### src/design/epsg_pkg.sv
`default_nettype none

package epsg_pkg;

  localparam int COORD_BITS_DEF = 16;

  // Angles in degrees; the largest is 360 + 90 for the cosine lookup.
  localparam int ANG_BITS  = 9;
  localparam int STEP_BITS = 6;
  localparam int TRIG_BITS = 10;

  localparam logic [ANG_BITS-1:0] FULL_TURN    = 9'd360;
  localparam logic [ANG_BITS-1:0] HALF_TURN    = 9'd180;
  localparam logic [ANG_BITS-1:0] QUARTER_TURN = 9'd90;
  localparam logic [ANG_BITS-1:0] THREE_QUARTER_TURN = 9'd270;

  localparam logic [STEP_BITS-1:0] STEP_LARGE  = 6'd12;
  localparam logic [STEP_BITS-1:0] STEP_MEDIUM = 6'd15;
  localparam logic [STEP_BITS-1:0] STEP_SMALL  = 6'd20;
  localparam logic [STEP_BITS-1:0] STEP_TINY   = 6'd45;

  localparam logic [8:0] SIZE_LARGE  = 9'd128;
  localparam logic [8:0] SIZE_MEDIUM = 9'd32;
  localparam logic [8:0] SIZE_SMALL  = 9'd12;

  // Product rounding offset, half of 256.
  localparam logic signed [18:0] ROUND_HALF = 19'sd128;

  // 256 * sin(d) rounded, for d from 0 to 90 degrees.
  localparam logic [8:0] SIN_Q1 [0:90] = '{
    9'd0,   9'd4,   9'd9,   9'd13,  9'd18,  9'd22,  9'd27,  9'd31,  9'd36,  9'd40,
    9'd44,  9'd49,  9'd53,  9'd58,  9'd62,  9'd66,  9'd71,  9'd75,  9'd79,  9'd83,
    9'd88,  9'd92,  9'd96,  9'd100, 9'd104, 9'd108, 9'd112, 9'd116, 9'd120, 9'd124,
    9'd128, 9'd132, 9'd136, 9'd139, 9'd143, 9'd147, 9'd150, 9'd154, 9'd158, 9'd161,
    9'd165, 9'd168, 9'd171, 9'd175, 9'd178, 9'd181, 9'd184, 9'd187, 9'd190, 9'd193,
    9'd196, 9'd199, 9'd202, 9'd204, 9'd207, 9'd210, 9'd212, 9'd215, 9'd217, 9'd219,
    9'd222, 9'd224, 9'd226, 9'd228, 9'd230, 9'd232, 9'd234, 9'd236, 9'd237, 9'd239,
    9'd241, 9'd242, 9'd243, 9'd245, 9'd246, 9'd247, 9'd248, 9'd249, 9'd250, 9'd251,
    9'd252, 9'd253, 9'd254, 9'd254, 9'd255, 9'd255, 9'd255, 9'd256, 9'd256, 9'd256,
    9'd256
  };

  typedef struct packed {
    logic signed [15:0] center_x;
    logic signed [15:0] center_y;
    logic        [7:0]  radius_x;
    logic        [7:0]  radius_y;
  } in_item_t;

  typedef struct packed {
    logic signed [15:0] start_x;
    logic signed [15:0] start_y;
    logic signed [15:0] end_x;
    logic signed [15:0] end_y;
    logic               last_segment;
  } out_item_t;

  typedef struct packed {
    logic load;
    logic trig;
    logic mul;
    logic emit;
  } cmd_t;

  typedef struct packed {
    logic out_free;
    logic last;
  } sts_t;

  // 256 * sin(deg) for deg up to 450.
  function automatic logic signed [TRIG_BITS-1:0] sin256(input logic [ANG_BITS-1:0] deg);
    logic [ANG_BITS-1:0] a;
    logic [ANG_BITS-1:0] idx;
    logic                neg;
    begin
      a = (deg >= FULL_TURN) ? deg - FULL_TURN : deg;
      if (a <= QUARTER_TURN) begin
        idx = a;
        neg = 1'b0;
      end else if (a <= HALF_TURN) begin
        idx = HALF_TURN - a;
        neg = 1'b0;
      end else if (a <= THREE_QUARTER_TURN) begin
        idx = a - HALF_TURN;
        neg = 1'b1;
      end else begin
        idx = FULL_TURN - a;
        neg = 1'b1;
      end
      if (neg) begin
        return -$signed({1'b0, SIN_Q1[idx[6:0]]});
      end
      return $signed({1'b0, SIN_Q1[idx[6:0]]});
    end
  endfunction

  function automatic logic [STEP_BITS-1:0] angle_step(input logic [7:0] rx,
                                                      input logic [7:0] ry);
    logic [8:0] size;
    begin
      size = {1'b0, rx} + {1'b0, ry};
      if (size >= SIZE_LARGE) begin
        return STEP_LARGE;
      end else if (size >= SIZE_MEDIUM) begin
        return STEP_MEDIUM;
      end else if (size >= SIZE_SMALL) begin
        return STEP_SMALL;
      end
      return STEP_TINY;
    end
  endfunction

endpackage

`default_nettype wire

### src/design/epsg_ctrl.sv
`default_nettype none

module epsg_ctrl (
  input  wire logic          clk,
  input  wire logic          rst_n,
  input  wire logic          in_valid,
  output logic               in_stall,
  input  epsg_pkg::sts_t     sts,
  output epsg_pkg::cmd_t     cmd
);

  localparam logic [1:0] ST_IDLE = 2'd0;
  localparam logic [1:0] ST_TRIG = 2'd1;
  localparam logic [1:0] ST_MUL  = 2'd2;
  localparam logic [1:0] ST_EMIT = 2'd3;

  logic [1:0] state_r;
  logic [1:0] state_nxt;

  always_comb begin
    state_nxt = state_r;
    cmd       = '0;
    case (state_r)
      ST_IDLE: begin
        if (in_valid) begin
          cmd.load  = 1'b1;
          state_nxt = ST_TRIG;
        end
      end
      ST_TRIG: begin
        cmd.trig  = 1'b1;
        state_nxt = ST_MUL;
      end
      ST_MUL: begin
        cmd.mul   = 1'b1;
        state_nxt = ST_EMIT;
      end
      ST_EMIT: begin
        // Hold here until the output register can take the next segment.
        if (sts.out_free) begin
          cmd.emit  = 1'b1;
          state_nxt = sts.last ? ST_IDLE : ST_TRIG;
        end
      end
      default: begin
        state_nxt = ST_IDLE;
      end
    endcase
  end

  assign in_stall = (state_r != ST_IDLE);

  always_ff @(posedge clk) begin
    if (!rst_n) begin
      state_r <= ST_IDLE;
    end else begin
      state_r <= state_nxt;
    end
  end

`ifndef ASSERT_OFF
  a_cmd_onehot: assert property (@(posedge clk) disable iff (!rst_n)
    $onehot0({cmd.load, cmd.trig, cmd.mul, cmd.emit}))
    else $error("more than one datapath command at once");

  a_last_returns_idle: assert property (@(posedge clk) disable iff (!rst_n)
    cmd.emit && sts.last |=> !in_stall)
    else $error("controller did not return to idle after the final segment");

  a_load_starts_trig: assert property (@(posedge clk) disable iff (!rst_n)
    cmd.load |=> cmd.trig)
    else $error("lookup did not follow a new ellipse");
`endif

endmodule

`default_nettype wire

### src/design/epsg_datapath.sv
`default_nettype none

module epsg_datapath #(
  parameter int COORD_BITS = epsg_pkg::COORD_BITS_DEF
) (
  input  wire logic            clk,
  input  wire logic            rst_n,
  input  epsg_pkg::in_item_t   in_item,
  input  epsg_pkg::cmd_t       cmd,
  output epsg_pkg::sts_t       sts,
  output logic                 out_valid,
  input  wire logic            out_stall,
  output epsg_pkg::out_item_t  out_item
);

  localparam int EXT_BITS  = (COORD_BITS > 16) ? COORD_BITS : 16;
  localparam int ANG_BITS  = epsg_pkg::ANG_BITS;
  localparam int TRIG_BITS = epsg_pkg::TRIG_BITS;

  logic [COORD_BITS-1:0] cx_r, cy_r, px_r, py_r;
  logic [7:0]            rx_r, ry_r;
  logic [epsg_pkg::STEP_BITS-1:0] step_r;
  logic [ANG_BITS-1:0]   ang_r;
  logic signed [TRIG_BITS-1:0] cos_r, sin_r;
  logic signed [18:0]    prodx_r, prody_r;
  logic                  out_valid_r;
  epsg_pkg::out_item_t   out_r;

  logic [EXT_BITS-1:0]   cx_ext, cy_ext;
  logic [COORD_BITS-1:0] cx_in, cy_in;
  logic signed [18:0]    sumx, sumy;
  logic signed [9:0]     dx, dy;
  logic [COORD_BITS-1:0] nx, ny;
  logic [ANG_BITS:0]     ang_next;

  // Centers are sign extended, then wrapped to the coordinate width.
  assign cx_ext = EXT_BITS'(in_item.center_x);
  assign cy_ext = EXT_BITS'(in_item.center_y);
  assign cx_in  = cx_ext[COORD_BITS-1:0];
  assign cy_in  = cy_ext[COORD_BITS-1:0];

  // floor((p + 128) / 256); the sum never exceeds 18 signed bits.
  assign sumx = prodx_r + epsg_pkg::ROUND_HALF;
  assign sumy = prody_r + epsg_pkg::ROUND_HALF;
  assign dx   = sumx[17:8];
  assign dy   = sumy[17:8];
  assign nx   = cx_r + COORD_BITS'(dx);
  assign ny   = cy_r + COORD_BITS'(dy);

  assign ang_next     = {1'b0, ang_r} + (ANG_BITS + 1)'(step_r);
  assign sts.last     = (ang_next > {1'b0, epsg_pkg::FULL_TURN});
  assign sts.out_free = !out_valid_r || !out_stall;

  always_ff @(posedge clk) begin
    if (cmd.load) begin
      cx_r   <= cx_in;
      cy_r   <= cy_in;
      rx_r   <= in_item.radius_x;
      ry_r   <= in_item.radius_y;
      step_r <= epsg_pkg::angle_step(in_item.radius_x, in_item.radius_y);
      ang_r  <= '0;
      px_r   <= cx_in + COORD_BITS'(in_item.radius_x);
      py_r   <= cy_in;
    end
    if (cmd.trig) begin
      cos_r <= epsg_pkg::sin256(ang_r + epsg_pkg::QUARTER_TURN);
      sin_r <= epsg_pkg::sin256(ang_r);
    end
    if (cmd.mul) begin
      prodx_r <= 19'($signed({1'b0, rx_r})) * 19'(cos_r);
      prody_r <= 19'($signed({1'b0, ry_r})) * 19'(sin_r);
    end
    if (cmd.emit) begin
      out_r.start_x      <= 16'(EXT_BITS'(px_r));
      out_r.start_y      <= 16'(EXT_BITS'(py_r));
      out_r.end_x        <= 16'(EXT_BITS'(nx));
      out_r.end_y        <= 16'(EXT_BITS'(ny));
      out_r.last_segment <= sts.last;
      px_r               <= nx;
      py_r               <= ny;
      ang_r              <= ang_next[ANG_BITS-1:0];
    end
  end

  always_ff @(posedge clk) begin
    if (!rst_n) begin
      out_valid_r <= 1'b0;
    end else if (cmd.emit) begin
      out_valid_r <= 1'b1;
    end else if (!out_stall) begin
      out_valid_r <= 1'b0;
    end
  end

  assign out_valid = out_valid_r;
  assign out_item  = out_r;

`ifndef ASSERT_OFF
  a_emit_into_free: assert property (@(posedge clk) disable iff (!rst_n)
    cmd.emit |-> sts.out_free)
    else $error("segment written over an untaken result");

  a_angle_range: assert property (@(posedge clk) disable iff (!rst_n)
    (cmd.trig || cmd.mul || cmd.emit) |-> ang_r <= epsg_pkg::FULL_TURN)
    else $error("angle ran past a full turn");

  a_load_clears_angle: assert property (@(posedge clk) disable iff (!rst_n)
    cmd.load |=> ang_r == '0)
    else $error("angle not cleared for a new ellipse");
`endif

endmodule

`default_nettype wire

### src/design/ellipse_polygon_segment_gen.sv
// Ellipse polygon segment generator. Each input transaction carries an ellipse
// center and two radii; the block answers with 9, 19, 25 or 31 output
// transactions (angle step 45, 20, 15 or 12 degrees, chosen from radius_x +
// radius_y), each a straight segment from the previous point to the next one
// on the ellipse, with last_segment set on the final one. One ellipse is
// worked at a time: the input is taken when the block is idle, and each
// segment then passes in turn through the sine table lookup, the two radius
// products, and the rounding and coordinate add, waiting while the output
// is stalled. The final segment can wait in the output register while the
// next ellipse is accepted. Coordinates wrap at COORD_BITS bits.
`default_nettype none

module ellipse_polygon_segment_gen #(
  parameter int COORD_BITS = epsg_pkg::COORD_BITS_DEF
) (
  input  wire logic            clk,
  input  wire logic            rst_n,
  input  wire logic            in_valid,
  output logic                 in_stall,
  input  epsg_pkg::in_item_t   in_item,
  output logic                 out_valid,
  input  wire logic            out_stall,
  output epsg_pkg::out_item_t  out_item
);

  epsg_pkg::cmd_t cmd;
  epsg_pkg::sts_t sts;

  epsg_ctrl u_ctrl (
    .clk      (clk),
    .rst_n    (rst_n),
    .in_valid (in_valid),
    .in_stall (in_stall),
    .sts      (sts),
    .cmd      (cmd)
  );

  epsg_datapath #(
    .COORD_BITS (COORD_BITS)
  ) u_datapath (
    .clk       (clk),
    .rst_n     (rst_n),
    .in_item   (in_item),
    .cmd       (cmd),
    .sts       (sts),
    .out_valid (out_valid),
    .out_stall (out_stall),
    .out_item  (out_item)
  );

endmodule

`default_nettype wire
### config.mk
export PLATFORM = sky130hd
export DESIGN_NAME = ellipse_polygon_segment_gen
export DESIGN_NICKNAME = d
export VERILOG_FILES = /design/src/design/epsg_pkg.sv /design/src/design/epsg_ctrl.sv /design/src/design/epsg_datapath.sv /design/src/design/ellipse_polygon_segment_gen.sv
export SDC_FILE = /design/constraint.sdc
export NUM_CORES = 1
export LEC_CHECK = 0
export BUFFER_PORTS_ARGS = -buffer_cell sky130_fd_sc_hd__buf_2
export CAP_MARGIN = 20
export CELL_PAD_IN_SITES_DETAIL_PLACEMENT = 0
export CELL_PAD_IN_SITES_GLOBAL_PLACEMENT = 1
export CORE_ASPECT_RATIO = 0.5
export CORE_MARGIN = 2
export CORE_UTILIZATION = 45
export DETAILED_ROUTE_END_ITERATION = 16
export PLACE_DENSITY_LB_ADDON = 0.1
export SYNTH_ARGS = -nofsm -noshare
export SYNTH_HDL_FRONTEND = slang
export SYNTH_SLANG_ARGS = --single-unit
### constraint.sdc
create_clock -name clk -period 8 [get_ports clk]
set_input_delay 1.2 -clock clk [delete_from_list [all_inputs] [get_ports clk]]
set_output_delay 1.2 -clock clk [all_outputs]
set_load 0.02 [all_outputs]
==> impl_metrics.tcl, run 1 <==
set metrics [dict create \
    status "finished clean" \
    vias 13757 \
    cts_hold_buf 0 \
    synth_area_leaders "edfxtp_1 (32%), fa_1 (14%), ha_1 (10%), inv_1 (4.6%), xnor2_1 (4.0%)" \
    holdCritStartpoint "u_datapath.py_r[7]" \
    num_io_pins 119 \
    finalCritPeriodShare 0.8378 \
    reg2regPathDepth 20 \
    cp.required_ns 8.25 \
    crit_type "flip-flop to flip-flop" \
    drt.antenna.violating_nets 0 \
    dp_hpwl_um 34710 \
    start_kind "flip-flop" \
    synth_cells 1867 \
    initial_utilization 0.4599 \
    post-route-min-period_ns 6.702 \
    wl_met3_um 2094 \
    root_buffer "clkbuf_16" \
    worst_setup_path_end_kind "flip-flop" \
    die-area_sq_um 43370 \
    cap_violations 0 \
    async_flop_share 0 \
    synth_area_sq_um 18730 \
    fillers 3780 \
    skew_ns 0.01010 \
    yosysSeqAreaShare 0.3255 \
    clockBufferDepth 3 \
    wl_per_cell_um 17.81 \
    finalHoldViolCount 0 \
    final-setup-viol-count 0 \
    r2r_end "u_datapath.cos_r[8]" \
    cp.arrival_ns 6.96 \
    top_layer "met4" \
    rows 52 \
    synth_top_cell_by_area "edfxtp_1" \
    worstMarginPinSlew_ns 0.9078 \
    layout.core_utilization 0.5056 \
    clock_latency_ns 0.52 \
    dr.pass1.iters 5 \
    r2r-start "u_datapath.ang_r[1]" \
    die_h_um 148.3 \
    yosys-top-cells-count "inv_1 (228), edfxtp_1 (201), nand2_1 (185)" \
    clock.fmax_mhz 149.2 \
    slew_viol_final 0 \
    syn_to_final_growth_pct 9.940 \
    whs_endpoint "u_datapath.out_item[40]" \
    io_buffers 118 \
    ctsResizeCount 0 \
    finalNetCount 2298 \
    synth_seq_cells 204 \
    drc 0 \
    cts_made_buffers 22 \
    grt_max_degree 79 \
    wl_met1_um 22520 \
    drt_iter0_markers 775 \
    cts_setup_buffers 0 \
    hold_depth 0 \
    yosys_warnings 0 \
    htreeDepth 1 \
    worstPathMaxFanout 20 \
    setup_total_negative_slack_ns 0 \
    grt_overflow 0 \
    grt_antenna_before_repair 2 \
    clkSinkCount 204 \
    coreArea_sq_um 40730 \
    synth_most_common_cell "inv_1" \
    min_path_type "flip-flop to flip-flop" \
    syn_area_per_cell_sq_um 10.03 \
    die-width_um 292.5 \
    vias_per_cell 5.461 \
    clk_pin_slew_ns 0.06 \
    grt_usage 0.2093 \
    rsz0062_at_grt "no" \
    grt_pass1_vias 13494 \
    synth_top_area_frac 0.3222 \
    max-slew-margin-rel 0.3948 \
    r2r_slack_ns 1.30 \
    gp_congestion 0.8670 \
    synth_flop_cell "edfxtp_1" \
    grt_pass1_wl_um 72880 \
    ys_types 111 \
    cts_tree "yes" \
    drive_gt1_frac 0.1132 \
    wl_um 44870 \
    met2_length_um 19710 \
    synth.net_count 2201 \
    num_antenna_cells 0 \
    synth_edf_count 201 \
]
[per-stage QoR]
stage | hold slack (ns) | area (sq um) | cells | setup WS (ns)
finish | 0.4176 | 20590 | 2519 | 1.298
global route | 0.4223 | 20590 | 2519 | 0.7947
CTS | 0.4192 | 20560 | 2518 | 1.321
detailed placement | 0.4045 | 19810 | 2479 | 1.365
global placement | 0.4012 | 19810 | 2479 | 1.481
floorplan | 0.4003 | 18730 | 1867 | 2.405
[layout make-up]
cell class,count,area (sq um),share of cell area
sequential,204,6096,0.2960
inverter,232,873.3,0.04241
tap,540,675.6,0.03281
multi-input combinational,1376,11500,0.5586
timing repair buffer,128,685.7,0.03330
clock buffer,24,568.0,0.02759
clock inverter,15,190.2,0.009236
[cell families (layout without fill, tap and decap cells)]
logic type | Yosys count | count (layout) | share of synthesized area
DFF | 204 | 204 | 0.3255
muxes | 28 | 28 | 0.01663
adders and majority gates | 283 | 283 | 0.2414
AOI/OAI and AO/OA | 417 | 417 | 0.1617
xor gates and xnor gates | 110 | 110 | 0.05297
buffers and inverters | 287 | 399 | 0.06059
and+or+nand+nor | 538 | 538 | 0.1413
[layer usage]
metal  GRT usage  vias up
met4     0.03256        0
met5           0        -
met2      0.3318      334
li1            -     6751
met1      0.3131     6630
met3     0.02600       42
[layout by cell type, fill, tap and decap left out, drive strengths merged, types with 10 or more instances in the layout]
| cell type | n |
|---|---|
| a21o | 18 |
| o21bai | 25 |
| fa | 131 |
| o21a | 31 |
| nor2b | 11 |
| nor4 | 10 |
| a211oi | 28 |
| a21oi | 105 |
| and3 | 13 |
| o21ai | 62 |
| or2 | 10 |
| clkbuf | 24 |
| buf | 128 |
| mux2i | 18 |
| and2 | 98 |
| nor3 | 47 |
| edfxtp | 201 |
| clkinv | 11 |
| o211ai | 19 |
| ha | 151 |
| a31oi | 11 |
| a2111oi | 11 |
| xnor2 | 87 |
| nand2 | 186 |
| xor2 | 22 |
| nor2 | 94 |
| nand3 | 42 |
| inv | 232 |
[critical path: stages (launching register included)]
cell	delay, ns
edfxtp_1	0.62
ha_1	0.43
xnor2_2	0.33
inv_1	0.17
ha_1	0.27
inv_1	0.16
a21oi_1	0.11
a2111oi_1	0.63
or2_1	0.44
inv_1	0.08
ha_1	0.19
a211oi_1	0.31
o21a_1	0.19
a211o_1	0.29
and2_1	0.68
a211oi_1	0.18
a211oi_1	0.36
nor4_1	0.17
or2_1	0.29
o41a_1	0.39
xnor2_1	0.14
[sequential cells by signal, summed over array words and instances (netlist names), 2 cells and up]
name	count
u_ctrl.state_r	2
u_datapath.ang_r	9
u_datapath.cos_r	10
u_datapath.cx_r	16
u_datapath.cy_r	16
u_datapath.out_item	65
u_datapath.prodx_r	11
u_datapath.prody_r	11
u_datapath.px_r	16
u_datapath.py_r	16
u_datapath.rx_r	8
u_datapath.ry_r	8
u_datapath.sin_r	10
u_datapath.step_r	5
[worst max-delay path by stage]
| stage | start | cells past startpoint | to |
|---|---|---|---|
| floorplan | u_datapath.ry_r[2] | 25 | u_datapath.prody_r[17] |
| global placement | u_datapath.ang_r[1] | 21 | u_datapath.cos_r[8] |
| detailed placement | u_datapath.ang_r[1] | 20 | u_datapath.cos_r[8] |
| CTS | u_datapath.ang_r[1] | 20 | u_datapath.cos_r[8] |
| global route | u_datapath.ang_r[2] | 21 | u_datapath.cos_r[8] |
| finish | u_datapath.ang_r[1] | 20 | u_datapath.cos_r[8] |
Power of run 1 is left out: the tool's default activity adds up to more than one toggle a clock period on the data nets, which glitch-free logic cannot reach.
==> run 2, diff against run 1 <==
Settings changed: ABC_AREA set to 1.
Clock period 8 ns to 7 ns, I/O delays scaled along.
==> impl_metrics.tcl, run 2 <==
set metrics [dict create \
    initial_utilization 0.4606 \
    cts_hold_buf 0 \
    synth_flop_cell "edfxtp_1" \
    drt.antenna.violating_nets 0 \
    crit_type "flip-flop to flip-flop" \
    coreArea_sq_um 40860 \
    synth_edf_count 201 \
    layout.core_utilization 0.5040 \
    synth_top_area_frac 0.3207 \
    layout_commonest_cell "nand2_1" \
    cts_made_buffers 23 \
    vias 13964 \
    rows 52 \
    syn_to_final_growth_pct 9.442 \
    synth_area_leaders "edfxtp_1 (32%), fa_1 (14%), nand2_1 (12%), ha_1 (10%), inv_1 (8.0%)" \
    wl_per_cell_um 14.76 \
    max-slew-margin-rel 0.3417 \
    cp.required_ns 7.29 \
    final_cell_mix "nand2_1 (587), inv_1 (400), edfxtp_1 (201)" \
    synth_cells 2215 \
    io_buffers 118 \
    gp_congestion 0.8737 \
    async_flop_share 0 \
    status "finished clean" \
    start_kind "flip-flop" \
    vias_per_cell 4.886 \
    ctsResizeCount 0 \
    final-setup-viol-count 0 \
    finalCritPeriodShare 0.7644 \
    slowest_stage "edfxtp_1" \
    finalHoldViolCount 0 \
    clk_pin_slew_ns 0.06 \
    worstPathMaxFanout 10 \
    synth_seq_cells 204 \
    clockBufferDepth 3 \
    cp_num_buf_inv 4 \
    setup_total_negative_slack_ns 0 \
    die-area_sq_um 43570 \
    worstMarginPinSlew_ns 0.9875 \
    wl_um 42180 \
    crit_path_max_incr_delay_ns 0.54 \
    synth_area_sq_um 18820 \
    synth.net_count 2549 \
    post-route-min-period_ns 5.351 \
    crit_path_cell_trace "nand2_1 > fa_1 > fa_1 > inv_1 > ha_1 > inv_1 > fa_1 > inv_1 > ha_1 > nand2_1 > o41ai_1 > a21oi_1 > o21bai_1 > a21oi_1 > o21bai_1 > a21o_1 > a21oi_1 > inv_1 > nand2_1 > nand2_1 > a21oi_1 > o21bai_1 > a21oi_1 > xnor2_1" \
    synth_most_common_cell "nand2_1" \
    dr.pass1.iters 7 \
    dp_hpwl_um 32890 \
    grt_overflow 0 \
    grt_usage 0.1982 \
    drive_gt1_frac 0.1144 \
    finalNetCount 2636 \
    cap_violations 0 \
    drc 0 \
    synth_top_cell_by_area "edfxtp_1" \
    clock.fmax_mhz 186.9 \
    crit_top_cell "a21oi_1" \
    grt_antenna_before_repair 2 \
    die-width_um 293.2 \
    clkSinkCount 204 \
    grt_pass1_wl_um 69500 \
    crit_family "adder cells" \
    cts_tree "yes" \
    slew_viol_final 0 \
    htreeDepth 1 \
    fin_area_sq_um 20590 \
    rsz0062_at_grt "no" \
    grt_pass1_vias 13357 \
    grt_max_degree 57 \
    cts_setup_buffers 0 \
    min_path_type "flip-flop to flip-flop" \
    yosysSeqAreaShare 0.3239 \
    yosys-top-cells-count "nand2_1 (589), inv_1 (401), edfxtp_1 (201)" \
    root_buffer "clkbuf_16" \
    clock_latency_ns 0.53 \
    largest_reg_flops 65 \
    die_h_um 148.6 \
    drt_iter0_markers 840 \
    placed_area_sq_um 19810 \
    ys_types 64 \
    skew_ns 0.008376 \
    num_io_pins 119 \
    yosys_warnings 0 \
    cp.arrival_ns 5.64 \
    syn_area_per_cell_sq_um 8.496 \
    worst_setup_path_end_kind "flip-flop" \
]
## run 2: cell count changes after synthesis, moves of 36 or more
cell / change
nand2_1: +404
inv_1: +173
nand3_1: +97
and2_1: -95
xor2_1: +62
xnor2_1: -56
a21oi_1: -36
## run 2: path summary, 6_finish.rpt
path	from	slack (ns)	cells after the start	endpoint
setup reg to reg	u_datapath.rx_r[2]	1.65	24	u_datapath.prodx_r[16]
setup / recovery	u_datapath.rx_r[2]	1.65	24	u_datapath.prodx_r[16]
hold / removal	u_datapath.py_r[0]	0.41	0	u_datapath.out_item[33]
hold reg to reg	u_datapath.py_r[0]	0.41	0	u_datapath.out_item[33]
## run 2: cells by family after synthesis
logic type | count (synthesis) | share of synthesized area
adder cells (fa/ha/maj) | 282 | 0.2398
flip-flops | 204 | 0.3239
buffers and inverters | 493 | 0.1038
AND/OR/NAND/NOR | 931 | 0.2168
XOR/XNOR | 114 | 0.05346
AO/OA/AOI/OAI | 191 | 0.06230
## run 2: layout make-up
cell class              count  area, sq um
flip-flops and latches    204         6096
multi-input cells        1518        10770
fillers                  3960        20260
clock buffers              27        590.6
diodes                      1        2.502
inverters                 429         1619
repair buffers            126        670.6
well taps                 540        675.6
clock inverters            13        166.4
## run 2: per-stage QoR
step	std cells	hold slack, ns	setup WS [ns]
2_1_floorplan	2215	0.4003	2.038
3_3_place_gp	2816	0.4009	1.730
3_5_place_dp	2816	0.4045	1.647
4_1_cts	2856	0.4059	1.614
5_1_grt	2857	0.4143	1.138
6_report	2858	0.4149	1.649
## run 2: worst reg2reg max path: stages (launching register included)
cell and delay (ns):
edfxtp_1 0.54, nand2_1 0.15, fa_1 0.52, fa_1 0.52
inv_1 0.04, ha_1 0.26, inv_1 0.05, fa_1 0.52
inv_1 0.04, ha_1 0.26, nand2_1 0.05, o41ai_1 0.32
a21oi_1 0.18, o21bai_1 0.25, a21oi_1 0.13, o21bai_1 0.22
a21o_1 0.18, a21oi_1 0.10, inv_1 0.06, nand2_1 0.04
nand2_1 0.12, a21oi_1 0.11, o21bai_1 0.21, a21oi_1 0.11
xnor2_1 0.13
## run 2: routing by layer
layer	part of all wire	global-route usage	vias to the layer above
met5	0	0	-
met4	0.0087	0.02653	0
met3	0.046	0.02525	28
met2	0.42	0.3030	275
met1	0.52	0.3068	6496
li1	-	-	7165
Power of run 2 is left out for the same reason.
==> run 3, diff against run 2 <==
Settings changed: ABC_AREA 1 to 0.
Clock period 7 ns to 5.2 ns, I/O delays scaled along.
==> impl_metrics.tcl, run 3 (synthesized netlist as in run 1, its figures left out) <==
set metrics [dict create \
    clkSinkCount 204 \
    setup_total_negative_slack_ns -0.2669 \
    drc 0 \
    crit_top_cell "buf_6" \
    cp_num_buf_inv 8 \
    skew_ns 0.01316 \
    grt_max_degree 56 \
    rows 52 \
    coreArea_sq_um 40730 \
    wl_um 47650 \
    vias 15054 \
    clock_latency_ns 0.52 \
    cts_tree "yes" \
    crit_path_max_incr_delay_ns 0.53 \
    max-slew-margin-rel 0.2866 \
    clock.fmax_mhz 189.2 \
    clockBufferDepth 3 \
    status "finished, violations left" \
    rsz0062_at_grt "yes" \
    root_buffer "clkbuf_16" \
    drt.antenna.violating_nets 0 \
    crit_path_cell_trace "buf_6 > clkinvlp_4 > ha_4 > inv_2 > nand4_1 > or2_4 > a211oi_4 > buf_6 > mux2_4 > a31oi_4 > nand2_2 > buf_6 > a22o_4 > buf_8 > clkbuf_2 > o21ai_2 > o21ai_2 > a2111oi_4 > buf_4 > nor4_4 > a211o_1 > o41ai_4 > xnor2_1" \
    dp_hpwl_um 37190 \
    die_h_um 148.3 \
    worstPathMaxFanout 6 \
    cts_hold_buf 0 \
    cp.required_ns 5.47 \
    io_buffers 118 \
    vias_per_cell 5.251 \
    finalNetCount 2647 \
    worst_setup_path_end_kind "flip-flop" \
    layout_commonest_cell "buf_4" \
    finalHoldViolCount 0 \
    grt_pass1_wl_um 75530 \
    min_path_type "flip-flop to flip-flop" \
    dr.pass1.iters 5 \
    dp_cells 2767 \
    crit_type "flip-flop to flip-flop" \
    cp.arrival_ns 5.55 \
    fin_cells 2867 \
    start_kind "flip-flop" \
    gp_congestion 0.9152 \
    grt_overflow 0 \
    htreeDepth 1 \
    syn_to_final_growth_pct 28.39 \
    violations "setup timing" \
    wl_per_cell_um 16.62 \
    num_antenna_cells 0 \
    num_io_pins 119 \
    whs_ns 0.4170 \
    grt_usage 0.2164 \
    grt_antenna_before_repair 0 \
    drt_iter0_markers 803 \
    cts_made_buffers 22 \
    die-area_sq_um 43370 \
    crit_family "compound AO/OA/AOI/OAI gates" \
    largest_reg_flops 65 \
    slowest_stage "edfxtp_1" \
    slew_viol_final 0 \
    grt_pass1_vias 14549 \
    clk_pin_slew_ns 0.06 \
    post-route-min-period_ns 5.284 \
    cap_violations 0 \
    final_cell_mix "buf_4 (330), inv_1 (218), edfxtp_1 (201)" \
    initial_utilization 0.4599 \
    die-width_um 292.5 \
    setup_slack_ns -0.08419 \
    final-setup-viol-count 6 \
    worstMarginPinSlew_ns 1.070 \
    drive_gt1_frac 0.2952 \
    finalCritPeriodShare 1.016 \
]
==> run 3: cell count changes in the layout (fill, tap and decap cells not counted), sizes merged, moves of 63 or more <==
cell / delta
nand3: -103
and2: +96
inv: -198
xor2: -63
nand2: -440
buf: +349
==> run 3: repair_timing <==
| item | in CTS | in global routing |
|---|---|---|
| endpoints found under the setup margin | 14 | 24 |
| setup buffers | 18 | 47 |
| gates cloned | 0 | 1 |
| endpoints found under the hold margin | 0 | 0 |
| pin swaps | 34 | 74 |
| gates resized for setup | 33 | 146 |
==> run 3: final timing paths <==
| path | depth (start not counted) | start | end | slack, ns |
|---|---|---|---|---|
| max | 23 | u_datapath.ang_r[2] | u_datapath.cos_r[7] | -0.08 |
| min | 0 | u_datapath.px_r[15] | u_datapath.out_item[64] | 0.42 |
| max reg2reg | 23 | u_datapath.ang_r[2] | u_datapath.cos_r[7] | -0.08 |
| min reg2reg | 0 | u_datapath.px_r[15] | u_datapath.out_item[64] | 0.42 |
==> run 3: metrics by stage <==
step                      worst slack [ns]  area, sq um    util
after CTS                         -0.07988        23040  0.5657
after global placement             -0.2302        22070  0.5420
after detailed placement           -0.2552        22070  0.5420
after global routing               -0.2704        24050  0.5904
final                             -0.08419        24050  0.5904
after floorplan                    -0.1844        18830       -
==> run 3: layout make-up <==
class	instances	area (sq um)
clock buffer	26	565.5
multi-input combinational	1377	12300
sequential	204	6096
tap	540	675.6
timing repair buffer	476	3425
inverter	232	882.1
clock inverter	12	100.1
fill	3543	16680
==> run 3: routing by layer <==
layer / vias up / GRT usage / share of wire
met5: - / 0 / 0
met2: 343 / 0.3568 / 0.46
met1: 7212 / 0.3097 / 0.47
met4: 0 / 0.03667 / 0.016
li1: 7440 / - / -
met3: 59 / 0.03004 / 0.047
Power of run 3 is left out for the same reason.
